===== config.mk =====
export PLATFORM = sky130hd
export DESIGN_NAME = ansi_truecolor_random_walk
export DESIGN_NICKNAME = d
export VERILOG_FILES = /design/src/rtl/atrw_pkg.sv /design/src/rtl/atrw_color.sv /design/src/rtl/ansi_truecolor_random_walk.sv
export SDC_FILE = /design/constraint.sdc
export NUM_CORES = 1
export LEC_CHECK = 0
export BUFFER_PORTS_ARGS = -buffer_cell sky130_fd_sc_hd__buf_2
export CORE_MARGIN = 4
export CORE_UTILIZATION = 55
export DETAILED_ROUTE_END_ITERATION = 10
export HOLD_SLACK_MARGIN = 0.06
export PLACE_DENSITY_LB_ADDON = 0.15
export SLEW_MARGIN = 10
export SYNTH_ARGS = -nofsm -noshare
export SYNTH_HDL_FRONTEND = slang
export SYNTH_SLANG_ARGS = --single-unit

===== constraint.sdc =====
create_clock -name clk -period 8.08 [get_ports clk]
set_input_delay 1.616 -clock clk [delete_from_list [all_inputs] [get_ports clk]]
set_output_delay 1.616 -clock clk [all_outputs]
set_load 0.05 [all_outputs]

===== src/rtl/atrw_pkg.sv =====
// Shared types, constants and the decimal conversion for the truecolor colorizer.
package atrw_pkg;

    // Modulus that bounds one random-walk step of a color channel.
    localparam int CHANGE_MODULUS = 16;

    typedef logic [7:0] level_t;

    typedef struct packed {
        level_t red;
        level_t green;
        level_t blue;
    } color_t;

    // Converts an 8-bit value into three BCD digits {hundreds, tens, ones}.
    // The tens digit uses the reciprocal 205/2048, exact for values below 180.
    function automatic logic [11:0] to_dec(input logic [7:0] v);
        logic [1:0]  hund;
        logic [6:0]  rest;
        logic [14:0] prod;
        logic [3:0]  tens;
        logic [6:0]  tens_x10;
        logic [3:0]  ones;
        if (v >= 8'd200)
        begin
            hund = 2'd2;
            rest = 7'(v - 8'd200);
        end
        else if (v >= 8'd100)
        begin
            hund = 2'd1;
            rest = 7'(v - 8'd100);
        end
        else
        begin
            hund = 2'd0;
            rest = v[6:0];
        end
        prod     = 15'(rest) * 15'd205;
        tens     = 4'(prod >> 11);
        tens_x10 = 7'(7'(tens) * 7'd10);
        ones     = 4'(rest - tens_x10);
        return {2'b00, hund, tens, ones};
    endfunction

endpackage


===== src/rtl/atrw_color.sv =====
// Next-color logic: reseed from random bytes or take one bounded random-walk step.
module atrw_color
    import atrw_pkg::*;
(
    input  color_t cur,
    input  color_t rnd,
    input  level_t min_level,
    input  level_t max_level,
    output color_t nxt
);

    logic [2:0][7:0] cur_a;
    logic [2:0][7:0] rnd_a;
    logic [2:0][7:0] nxt_a;
    logic            reseed;
    logic [7:0]      rem_tab [256];

    assign cur_a  = cur;
    assign rnd_a  = rnd;
    assign nxt    = nxt_a;
    assign reseed = (cur == '0);

    // Remainder of a magnitude by the step modulus, built at elaboration.
    for (genvar k = 0; k < 256; k++)
    begin : g_rem
        assign rem_tab[k] = 8'(k % CHANGE_MODULUS);
    end

    for (genvar g = 0; g < 3; g++)
    begin : g_chan
        logic [7:0]        mag;
        logic [7:0]        rem;
        logic signed [9:0] step;
        logic signed [9:0] sum;
        logic signed [9:0] hi_lim;
        level_t            seed;
        level_t            walk;

        always_comb
        begin
            // Truncated remainder keeps the sign of the random byte.
            mag    = rnd_a[g][7] ? 8'(-rnd_a[g]) : rnd_a[g];
            rem    = rem_tab[mag];
            step   = rnd_a[g][7] ? -signed'({2'b00, rem}) : signed'({2'b00, rem});
            sum    = signed'({2'b00, cur_a[g]}) + step;
            hi_lim = signed'({2'b00, max_level}) - step;

            if (rnd_a[g] <= min_level)
                seed = min_level;
            else if (rnd_a[g] >= max_level)
                seed = max_level;
            else
                seed = rnd_a[g];

            if (step < 0 && sum < signed'({2'b00, min_level}))
                walk = min_level;
            else if (step > 0 && signed'({2'b00, cur_a[g]}) > hi_lim)
                walk = max_level;
            else
                walk = sum[7:0];

            nxt_a[g] = reseed ? seed : walk;
        end
    end

endmodule


===== src/rtl/ansi_truecolor_random_walk.sv =====
// Top level of the truecolor random-walk text colorizer.
//
// Requests arrive on the input channel (in_valid / in_stall): a text byte with
// three random bytes, or an end-of-text request (func = 1). A colorable byte
// (0x21..0x7E or 0x80 and up) steps the kept RGB color and produces 20 output
// bytes: ESC [ 3 8 ; 2 ; RRR ; GGG ; BBB m and then the byte itself. Any other
// byte produces itself alone, and an end request produces ESC [ 0 m.
// Output bytes leave one per cycle while out_stall is low, on the output channel
// (out_valid / out_stall); last marks the final byte of each request.
// The first output byte of a request is registered in the sequencer and then
// in the output register. A request holds the sequencer until each of its
// output bytes (1, 4 or 20) has entered the output register. The next
// request is accepted in the same cycle in which the previous request's
// final byte enters the output register, so the output runs without gaps.
// While out_stall is high the output register holds its byte and the
// sequencer waits; in_stall stays high as long as the sequencer holds a request
// whose final byte has not yet moved into the output register.
// Reset clears the color to black, sets the limits to 0 and 255 and empties
// the block. min_level and max_level are written through the cfg port.
module ansi_truecolor_random_walk
    import atrw_pkg::*;
(
    input  logic       clk,
    input  logic       rst_n,
    input  logic       cfg_we,
    input  logic       cfg_index,
    input  logic [7:0] cfg_data,
    input  logic       in_valid,
    output logic       in_stall,
    input  logic       func,
    input  logic [7:0] text_byte,
    input  logic [7:0] rnd_red,
    input  logic [7:0] rnd_green,
    input  logic [7:0] rnd_blue,
    output logic       out_valid,
    input  logic       out_stall,
    output logic [7:0] out_byte,
    output logic       last
);

    localparam logic CFG_MIN_LEVEL = 1'b0;
    localparam logic CFG_MAX_LEVEL = 1'b1;

    localparam logic [7:0] CHR_ESC    = 8'h1B;
    localparam logic [7:0] CHR_LBRACK = 8'h5B;
    localparam logic [7:0] CHR_ZERO   = 8'h30;
    localparam logic [7:0] CHR_TWO    = 8'h32;
    localparam logic [7:0] CHR_THREE  = 8'h33;
    localparam logic [7:0] CHR_EIGHT  = 8'h38;
    localparam logic [7:0] CHR_SEMI   = 8'h3B;
    localparam logic [7:0] CHR_M      = 8'h6D;

    localparam logic [4:0] IDX_END_LAST   = 5'd3;
    localparam logic [4:0] IDX_COLOR_LAST = 5'd19;

    // Kind of request held by the sequencer.
    typedef enum logic [2:0] {
        KIND_PASS  = 3'b001,
        KIND_COLOR = 3'b010,
        KIND_END   = 3'b100
    } kind_t;

    level_t     min_level_reg;
    level_t     max_level_reg;
    color_t     level_reg;
    color_t     level_next;
    color_t     rnd_in;

    logic       job_valid_reg;
    kind_t      job_kind_reg;
    kind_t      in_kind;
    logic [7:0] job_text_reg;
    logic [4:0] idx_reg;

    logic       out_valid_reg;
    logic [7:0] out_byte_reg;
    logic       out_last_reg;

    logic       out_load;
    logic       cur_last;
    logic       in_acc;
    logic       colorable;
    logic [7:0] cur_byte;
    level_t     dig_level;
    logic [11:0] dig_bcd;
    logic [3:0] dig_sel;

    assign rnd_in = '{red: rnd_red, green: rnd_green, blue: rnd_blue};

    atrw_color u_color (
        .cur       (level_reg),
        .rnd       (rnd_in),
        .min_level (min_level_reg),
        .max_level (max_level_reg),
        .nxt       (level_next)
    );

    assign colorable = (text_byte >= 8'h80) || (text_byte > 8'h20 && text_byte <= 8'h7E);

    always_comb
    begin
        if (func)
            in_kind = KIND_END;
        else if (colorable)
            in_kind = KIND_COLOR;
        else
            in_kind = KIND_PASS;
    end

    // The sequencer hands a byte to the output register whenever that
    // register is empty or being drained this cycle.
    assign out_load = job_valid_reg && (!out_valid_reg || !out_stall);
    assign in_stall = job_valid_reg && !(out_load && cur_last);
    assign in_acc   = in_valid && !in_stall;

    always_comb
    begin
        unique case (job_kind_reg)
            KIND_PASS:  cur_last = 1'b1;
            KIND_COLOR: cur_last = (idx_reg == IDX_COLOR_LAST);
            KIND_END:   cur_last = (idx_reg == IDX_END_LAST);
            default:    cur_last = 1'b1;
        endcase
    end

    // Pick the channel whose digits are being sent and the digit within it.
    always_comb
    begin
        case (idx_reg) inside
            5'd7, 5'd8, 5'd9:    dig_level = level_reg.red;
            5'd11, 5'd12, 5'd13: dig_level = level_reg.green;
            default:             dig_level = level_reg.blue;
        endcase
        dig_bcd = to_dec(dig_level);
        case (idx_reg) inside
            5'd7, 5'd11, 5'd15:  dig_sel = dig_bcd[11:8];
            5'd8, 5'd12, 5'd16:  dig_sel = dig_bcd[7:4];
            default:             dig_sel = dig_bcd[3:0];
        endcase
    end

    always_comb
    begin
        unique case (job_kind_reg)
            KIND_END:
            begin
                case (idx_reg)
                    5'd0:    cur_byte = CHR_ESC;
                    5'd1:    cur_byte = CHR_LBRACK;
                    5'd2:    cur_byte = CHR_ZERO;
                    default: cur_byte = CHR_M;
                endcase
            end
            KIND_COLOR:
            begin
                case (idx_reg) inside
                    5'd0:                cur_byte = CHR_ESC;
                    5'd1:                cur_byte = CHR_LBRACK;
                    5'd2:                cur_byte = CHR_THREE;
                    5'd3:                cur_byte = CHR_EIGHT;
                    5'd5:                cur_byte = CHR_TWO;
                    5'd4, 5'd6, 5'd10, 5'd14: cur_byte = CHR_SEMI;
                    5'd18:               cur_byte = CHR_M;
                    5'd19:               cur_byte = job_text_reg;
                    default:             cur_byte = CHR_ZERO | {4'h0, dig_sel};
                endcase
            end
            default: cur_byte = job_text_reg;
        endcase
    end

    // Configuration registers.
    always_ff @(posedge clk or negedge rst_n)
    begin
        if (!rst_n)
        begin
            min_level_reg <= 8'd0;
            max_level_reg <= 8'd255;
        end
        else if (cfg_we)
        begin
            unique case (cfg_index)
                CFG_MIN_LEVEL: min_level_reg <= cfg_data;
                CFG_MAX_LEVEL: max_level_reg <= cfg_data;
                default:       min_level_reg <= min_level_reg;
            endcase
        end
    end

    // Color state and sequencer. The color is stepped when a colorable
    // request is accepted; the previous request has no digits left by then.
    always_ff @(posedge clk or negedge rst_n)
    begin
        if (!rst_n)
        begin
            level_reg     <= '0;
            job_valid_reg <= 1'b0;
            job_kind_reg  <= KIND_PASS;
            idx_reg       <= 5'd0;
        end
        else if (in_acc)
        begin
            job_valid_reg <= 1'b1;
            job_kind_reg  <= in_kind;
            idx_reg       <= 5'd0;
            if (in_kind == KIND_COLOR)
                level_reg <= level_next;
        end
        else if (out_load)
        begin
            if (cur_last)
                job_valid_reg <= 1'b0;
            else
                idx_reg <= 5'(idx_reg + 5'd1);
        end
    end

    always_ff @(posedge clk)
    begin
        if (in_acc)
            job_text_reg <= text_byte;
    end

    // Output register.
    always_ff @(posedge clk or negedge rst_n)
    begin
        if (!rst_n)
            out_valid_reg <= 1'b0;
        else if (out_load)
            out_valid_reg <= 1'b1;
        else if (!out_stall)
            out_valid_reg <= 1'b0;
    end

    always_ff @(posedge clk)
    begin
        if (out_load)
        begin
            out_byte_reg <= cur_byte;
            out_last_reg <= cur_last;
        end
    end

    assign out_valid = out_valid_reg;
    assign out_byte  = out_byte_reg;
    assign last      = out_last_reg;

endmodule


==> impl_metrics.toml, run 1 <==
[worst_setup_path]
cp_startpoint_kind = "flop"
critical_path.slowest_cell = "sky130_fd_sc_hd__fa_1"
crit_path_max_fanout = 8
critical-path-max-stage-delay_ns = 0.49
path_delay_family = "adder cells"
cp.required_ns = 8.16
criticalPathCategory = "flop to flop"
critical_path.n_buffers_inverters = 3
critPathMostFrequentCell = "sky130_fd_sc_hd__ha_1"
crit_path_end_kind = "flop"
cp.arrival_ns = 7.71

[detailed_routing]
postRouteWirelength_mm = 30.0
ant_nets = 0
vias = 9511
vias_per_cell = 6.32
remaining_drc_errors = 0
firstDrtPassIters = 7
routedWlPerCell_um = 19.9
detail_route.iter0.violations = 735

[place]
number_of_buffers_inserted_by_port_buffering = 57
globalplace.congestion = 0.947
placement.setup.worst_slack_ns = 0.356
dp_hpwl_mm = 23.0

[logic_synthesis]
synthesis.area_per_instance_sq_um = 8.27
synth_enable_flop_cells = 17
post_synth_and_or_nand_nor_area_fraction = 0.146
dominantRegCellSynth = "sky130_fd_sc_hd__dfrtp_1"
synth_nets = 1482
post_synth_fa_ha_maj_area_fraction = 0.262
synth_xor_xnor_area_share = 0.0409
synth-compound-area-share = 0.280
syn-instance-count = 1231
synth_top_family_by_area = "compound AO/OA/AOI/OAI gates"
synth_sequential_area_ratio = 0.174
netlist-cell-type-count = 74
yosys_register_bits = 67
synth.cell_area_sq_um = 10200
synth.area.mux_share = 0.0382
synth_warnings = 0
share_of_async_settable_or_async_resettable_flops_after_synthesis = 0.746

[sta]
clock_skew_ns = 0.00507
worst_slew_margin_rel = 0.151
drv_slew = 0
report.final.hold_viol_count = 0
tightest_slew_ns = 1.27
timing.final.setup_violations = 0
maximum_frequency_from_static_timing_analysis_mhz = 131
final_critical_path_setup_slack_ns = 0.453
finalWorstPathRequiredPeriod_ns = 7.63
period_share = 0.944
tns_setup_ns = 0
grt_setup_unrepaired = "no"

[clock_network]
clock_latency_ns = 0.34
postCtsSetupBuffers = 0
clock_transition_at_the_register_clock_pins_on_the_worst_setup_and_hold_paths_after_cts_ns = 0.06
root_buffer = "sky130_fd_sc_hd__clkbuf_16"
clock-sinks = 67
cts_max_level = 3
cts-buffers-inserted = 9
cts_tree = "done"
clock_path_buffers = 2

[global_routing]
first_pass_grt_wire_length_mm = 47.2
first_global_vias = 8926
grt.overflow.total = 0
grt_max_degree = 51
grt_antenna_before_repair = 0
globalRouteTotalUtil = 0.290

[power]
power_density_nw_per_um2 = 523
cellLeakagePower_nw = 5.29
vdd_ir_drop_max_mv = 0.551

[cells_and_area]
drive_above_1_share = 0.0948
area_growth_syn_to_layout_pct = 8.10
largest_register_ff_count = 24
finish.net_count = 1523
insertedDiodeCount = 0

[die]
design.die.area_sq_um = 20800
floorplan.die.height_um = 144
placementRows = 49
initial_core_util = 0.563
num_io_pins = 58
die_w_um = 144
core_area_sq_um = 18100

[run_status]
run_status = "finished clean"

[run]
cap_violations = 0

[worst_hold_path]
min_path_type = "flop to flop"
[layer usage]
metal	global-route usage	vias to the layer above	part of all wire
met4	0.108	0	0.040
li1	-	4640	-
met3	0.0582	85	0.075
met5	0	-	0
met1	0.380	4409	0.43
met2	0.473	377	0.46
[cells in the mapped netlist, types with 8 or more instances]
master                     count  area (sq um)
sky130_fd_sc_hd__xnor2_1      30           263
sky130_fd_sc_hd__nand4_1      16           100
sky130_fd_sc_hd__clkbuf_1     28           105
sky130_fd_sc_hd__a21o_1       56           420
sky130_fd_sc_hd__ha_1        189          2360
sky130_fd_sc_hd__nand2_1      65           244
sky130_fd_sc_hd__a21oi_1      78           390
sky130_fd_sc_hd__dfstp_2       9           236
sky130_fd_sc_hd__o21bai_1     14           105
sky130_fd_sc_hd__and2_1        8          50.1
sky130_fd_sc_hd__inv_1       119           447
sky130_fd_sc_hd__o21a_1       27           203
sky130_fd_sc_hd__xor2_1       15           131
sky130_fd_sc_hd__nand2b_1     27           169
sky130_fd_sc_hd__mux2i_1      22           220
sky130_fd_sc_hd__nor2_1       93           349
sky130_fd_sc_hd__nor3_1       14          70.1
sky130_fd_sc_hd__nand3_1      27           135
sky130_fd_sc_hd__nor2b_1      15          93.8
sky130_fd_sc_hd__fa_1         15           300
sky130_fd_sc_hd__edfxtp_1     17           510
sky130_fd_sc_hd__o21ai_0      66           330
sky130_fd_sc_hd__dfrtp_1      41          1030
sky130_fd_sc_hd__a211oi_1     39           293
sky130_fd_sc_hd__a211o_1      10          87.6
sky130_fd_sc_hd__and3_1       13          81.3
sky130_fd_sc_hd__a31oi_1      17           106
sky130_fd_sc_hd__mux2_2       13           146
sky130_fd_sc_hd__o21ai_1      13          65.1
sky130_fd_sc_hd__o211ai_1     36           270
[repair_timing]
item | 4_1_cts | 5_1_grt
resized for setup | 0 | 3
setup endpoints to repair | 0 | 2
hold buffers | 0 | 0
[report_power, final]
part | switching, mW | internal (mW)
sequential | 0.203 | 0.498
clock | 0.155 | 0.269
combinational | 2.50 | 2.13
total | 2.86 | 2.90
[metrics by stage]
step / power, mW / hold WS, ns / cells / instance area, sq um / util
after floorplan: 4.25 / 0.445 / 1231 / 10200 / -
after CTS: 5.76 / 0.481 / 1506 / 11000 / 0.608
final: 5.76 / 0.481 / 1506 / 11000 / 0.609
after global routing: 6.43 / 0.490 / 1506 / 11000 / 0.609
after global placement: 5.18 / 0.452 / 1490 / 10700 / 0.590
after detailed placement: 5.29 / 0.466 / 1490 / 10700 / 0.590
[cell type report]
type / count / area, sq um
fill: 1662 / 7080
clock inverter: 7 / 92.6
tap: 229 / 287
inverter: 122 / 458
multi-input combinational: 1006 / 7820
sequential: 67 / 1770
timing repair buffer: 66 / 353
clock buffer: 9 / 225
[worst reg2reg max path, cell delays in order (launching register included)]
cell	delay, ns
sky130_fd_sc_hd__dfrtp_1	0.39
sky130_fd_sc_hd__inv_1	0.10
sky130_fd_sc_hd__ha_1	0.31
sky130_fd_sc_hd__or3b_4	0.43
sky130_fd_sc_hd__and3_1	0.28
sky130_fd_sc_hd__o221a_1	0.32
sky130_fd_sc_hd__o22ai_1	0.38
sky130_fd_sc_hd__nor4b_2	0.39
sky130_fd_sc_hd__o32a_1	0.27
sky130_fd_sc_hd__or2_2	0.18
sky130_fd_sc_hd__ha_1	0.25
sky130_fd_sc_hd__ha_1	0.28
sky130_fd_sc_hd__inv_1	0.06
sky130_fd_sc_hd__fa_1	0.42
sky130_fd_sc_hd__fa_1	0.49
sky130_fd_sc_hd__inv_1	0.05
sky130_fd_sc_hd__ha_1	0.32
sky130_fd_sc_hd__a31o_2	0.26
sky130_fd_sc_hd__a21o_1	0.17
sky130_fd_sc_hd__a21o_1	0.17
sky130_fd_sc_hd__a21oi_1	0.12
sky130_fd_sc_hd__o21ai_0	0.13
sky130_fd_sc_hd__or2_2	0.30
sky130_fd_sc_hd__o211ai_1	0.28
sky130_fd_sc_hd__fa_1	0.46
sky130_fd_sc_hd__mux2_2	0.26
sky130_fd_sc_hd__a221oi_1	0.24
sky130_fd_sc_hd__a21oi_1	0.07
[cell usage in the layout, fill, tap and decap left out, types with 30 or more instances in the layout]
cell                         n
sky130_fd_sc_hd__a211oi_1   39
sky130_fd_sc_hd__a21o_1     56
sky130_fd_sc_hd__a21oi_1    77
sky130_fd_sc_hd__buf_2      57
sky130_fd_sc_hd__dfrtp_1    41
sky130_fd_sc_hd__ha_1      189
sky130_fd_sc_hd__inv_1     119
sky130_fd_sc_hd__nand2_1    65
sky130_fd_sc_hd__nor2_1     93
sky130_fd_sc_hd__o211ai_1   36
sky130_fd_sc_hd__o21ai_0    66
sky130_fd_sc_hd__xnor2_1    30
[path summary, 6_finish.rpt]
kind	endpoint	cells after the start	start	slack (ns)
worst max register to register	out_byte[2]$_DFFE_PP_	27	idx_reg[0]$_DFFE_PN0P_	0.45
worst min-delay path	out_valid$_DFFE_PN0P_	1	job_valid_reg$_DFFE_PN0P_	0.48
worst max-delay path	out_byte[2]$_DFFE_PP_	27	idx_reg[0]$_DFFE_PN0P_	0.45
worst min register to register	out_valid$_DFFE_PN0P_	1	job_valid_reg$_DFFE_PN0P_	0.48
max in group asynchronous	out_valid$_DFFE_PN0P_	2	rst_n	6.23
min in group asynchronous	min_level_reg[0]$_DFFE_PN0P_	2	rst_n	1.38
[logic make-up after synthesis]
group | count (synthesis)
xor gates and xnor gates | 46
adders and majority gates | 204
DFF | 67
buffers and inverters | 158
muxes | 36
and+or+nand+nor | 305
AOI/OAI and AO/OA | 415
Note: power is estimated with default switching activity, not from simulation.
==> run 2, diff against run 1 <==
- ABC_AREA: default -> 1
- MAX_ROUTING_LAYER: default -> met4
==> impl_metrics.toml, run 2 <==
[run_status]
run_status = "finished clean"

[logic_synthesis]
dominant_cell_type_by_area_after_synthesis = "sky130_fd_sc_hd__ha_1"
synth_sequential_area_ratio = 0.179
synth.area.top_cells = "sky130_fd_sc_hd__ha_1 (24%), sky130_fd_sc_hd__dfrtp_1 (10%), sky130_fd_sc_hd__o21ai_0 (8.0%)"
dominantRegCellSynth = "sky130_fd_sc_hd__dfrtp_1"
synth_enable_flop_cells = 17
netlist-cell-type-count = 55
yosys_register_bits = 67
post-synth-top-count-cell = "sky130_fd_sc_hd__inv_1"
synth.cell_area_sq_um = 9890
synth_warnings = 0
share_of_async_settable_or_async_resettable_flops_after_synthesis = 0.746
synth_nets = 1621
commonest_cells_in_the_netlist = "sky130_fd_sc_hd__inv_1 (206), sky130_fd_sc_hd__nand2_1 (204), sky130_fd_sc_hd__ha_1 (189), sky130_fd_sc_hd__o21ai_0 (158), sky130_fd_sc_hd__a21oi_1 (121)"
synthesis.area_per_instance_sq_um = 7.22
syn-instance-count = 1370
yosys.area.top_type_share = 0.239

[clock_network]
clock-sinks = 67
clock_path_buffers = 2
clock_transition_at_the_register_clock_pins_on_the_worst_setup_and_hold_paths_after_cts_ns = 0.07
cts_max_level = 3
postCtsHoldBufs = 0
clock_latency_ns = 0.35
postCtsSetupBuffers = 0
cts_tree = "done"
root_buffer = "sky130_fd_sc_hd__clkbuf_16"
cts-buffers-inserted = 9

[detailed_routing]
remaining_drc_errors = 0
firstDrtPassIters = 5
detail_route.iter0.violations = 646
routedWlPerCell_um = 17.3
vias_per_cell = 5.78
postRouteWirelength_mm = 28.4
vias = 9506
ant_nets = 0

[die]
placementRows = 48
num_io_pins = 58
design.die.area_sq_um = 20200
floorplan.die.height_um = 142
die_w_um = 142
core_area_sq_um = 17500
initial_core_util = 0.566

[sta]
period_share = 0.891
tightest_slew_ns = 1.22
timing.final.setup_violations = 0
drv_slew = 0
maximum_frequency_from_static_timing_analysis_mhz = 139
report.final.hold_viol_count = 0
tns_setup_ns = 0
finalWorstPathRequiredPeriod_ns = 7.20
grt_setup_unrepaired = "no"
clock_skew_ns = 0.0120
worst_slew_margin_rel = 0.190

[worst_setup_path]
critical_path.n_buffers_inverters = 6
cp_startpoint_kind = "flop"
critical_path.slowest_cell = "sky130_fd_sc_hd__fa_1"
path_delay_family = "simple AND/OR/NAND/NOR gates"
cp.arrival_ns = 7.31
r2r_slack_ns = 0.88
crit_path_max_fanout = 11
criticalPathCategory = "flop to flop"
cp.depth = 46
crit_path_end_kind = "flop"
cp.required_ns = 8.19
critPathLaunch = "idx_reg[0]$_DFFE_PN0P_"
reg2reg_depth = 46
critical-path-max-stage-delay_ns = 0.50
timing.rr.end = "out_byte[3]$_DFFE_PP_"
critPathMostFrequentCell = "sky130_fd_sc_hd__nand2_1"
crit-reg2reg-launch = "idx_reg[0]$_DFFE_PN0P_"

[cells_and_area]
most-common-layout-cells = "sky130_fd_sc_hd__inv_1 (206), sky130_fd_sc_hd__nand2_1 (204), sky130_fd_sc_hd__ha_1 (189)"
largest_register_ff_count = 24
drive_above_1_share = 0.0937
register_area_sq_um = 1770
finish.net_count = 1665
filler_cell_count = 1695
multi_input_area_sq_um = 7190
area_growth_syn_to_layout_pct = 7.96
insertedDiodeCount = 0
layout_commonest_cell = "sky130_fd_sc_hd__inv_1"

[global_routing]
first_pass_grt_wire_length_mm = 46.2
globalRouteTotalUtil = 0.294
grt_max_degree = 51
first_global_vias = 9330
grt.overflow.total = 0
grt_antenna_before_repair = 0

[worst_hold_path]
min_path_type = "flop to flop"
min_to = "out_valid$_DFFE_PN0P_"
worstHoldStart = "job_valid_reg$_DFFE_PN0P_"
whs_path_depth = 2

[place]
number_of_buffers_inserted_by_port_buffering = 57
globalplace.congestion = 0.966
dp_hpwl_mm = 22.0

[run]
cap_violations = 0
## run 2: cell types whose count changed after synthesis, moves of 16 or more
cell | before | now
sky130_fd_sc_hd__nand2_1 | 65 | 204
sky130_fd_sc_hd__o21ai_0 | 66 | 158
sky130_fd_sc_hd__nand2_2 | 0 | 18
sky130_fd_sc_hd__o221ai_1 | 1 | 19
sky130_fd_sc_hd__xor2_1 | 15 | 31
sky130_fd_sc_hd__inv_1 | 119 | 206
sky130_fd_sc_hd__mux2i_1 | 22 | 0
sky130_fd_sc_hd__nand2b_1 | 27 | 0
sky130_fd_sc_hd__nand3_1 | 27 | 49
sky130_fd_sc_hd__a21o_1 | 56 | 5
sky130_fd_sc_hd__a21oi_1 | 78 | 121
sky130_fd_sc_hd__a211oi_1 | 39 | 18
sky130_fd_sc_hd__o211ai_1 | 36 | 13
## run 2: cell type report
class                      count  share of cell area
multi-input combinational   1059               0.673
clock inverter                 7             0.00774
sequential                    67               0.166
timing repair buffer          61              0.0295
inverter                     216              0.0759
clock buffer                   9              0.0211
tap                          225              0.0264
## run 2: how the worst max path moves through the flow
| stage | to | slack [ns] |
|---|---|---|
| after floorplan | out_byte[3]$_DFFE_PP_ | 1.61 |
| after global placement | out_byte[3]$_DFFE_PP_ | 0.91 |
| after detailed placement | out_byte[3]$_DFFE_PP_ | 0.75 |
| after CTS | out_byte[3]$_DFFE_PP_ | 0.71 |
| after global routing | out_byte[3]$_DFFE_PP_ | 0.06 |
| final | out_byte[3]$_DFFE_PP_ | 0.88 |
## run 2: kinds of logic (layout without fill, tap and decap cells)
logic type,after synthesis,in the layout,share of synthesized area
AOI/OAI and AO/OA,391,391,0.229
xor gates and xnor gates,47,47,0.0424
adders and majority gates,204,204,0.270
buffers and inverters,244,293,0.0945
DFF,67,67,0.179
and+or+nand+nor,417,417,0.185
## run 2: through the flow
stage	setup WS [ns]	utilization	std cells	hold slack, ns	cell area (sq um)
6_report	0.882	0.611	1644	0.468	10700
5_1_grt	0.0646	0.611	1644	0.519	10700
4_1_cts	0.712	0.610	1644	0.474	10700
3_5_place_dp	0.752	0.593	1628	0.459	10400
3_3_place_gp	0.912	0.593	1628	0.445	10400
2_1_floorplan	1.61	-	1370	0.433	9890
## run 2: what timing repair did
action / CTS / global route
resized for setup: 0 / 1
endpoints found under the setup margin: 0 / 1
endpoints found under the hold margin: 0 / 0
## run 2: tightest hold or removal path: stages (launching register included)
cell and delay (ns):
sky130_fd_sc_hd__dfrtp_1 0.32, sky130_fd_sc_hd__inv_1 0.05, sky130_fd_sc_hd__nand2_1 0.06
## run 2: routing by layer
layer	GRT usage	share of wire	vias to the layer above
li1	-	-	4789
met1	0.359	0.43	4357
met2	0.484	0.46	261
met3	0.0444	0.057	99
met4	0.125	0.050	0
met5	-	0	-
Power of run 2 is left out: the tool's default activity adds up to more than one toggle a clock period on the data nets, which glitch-free logic cannot reach.
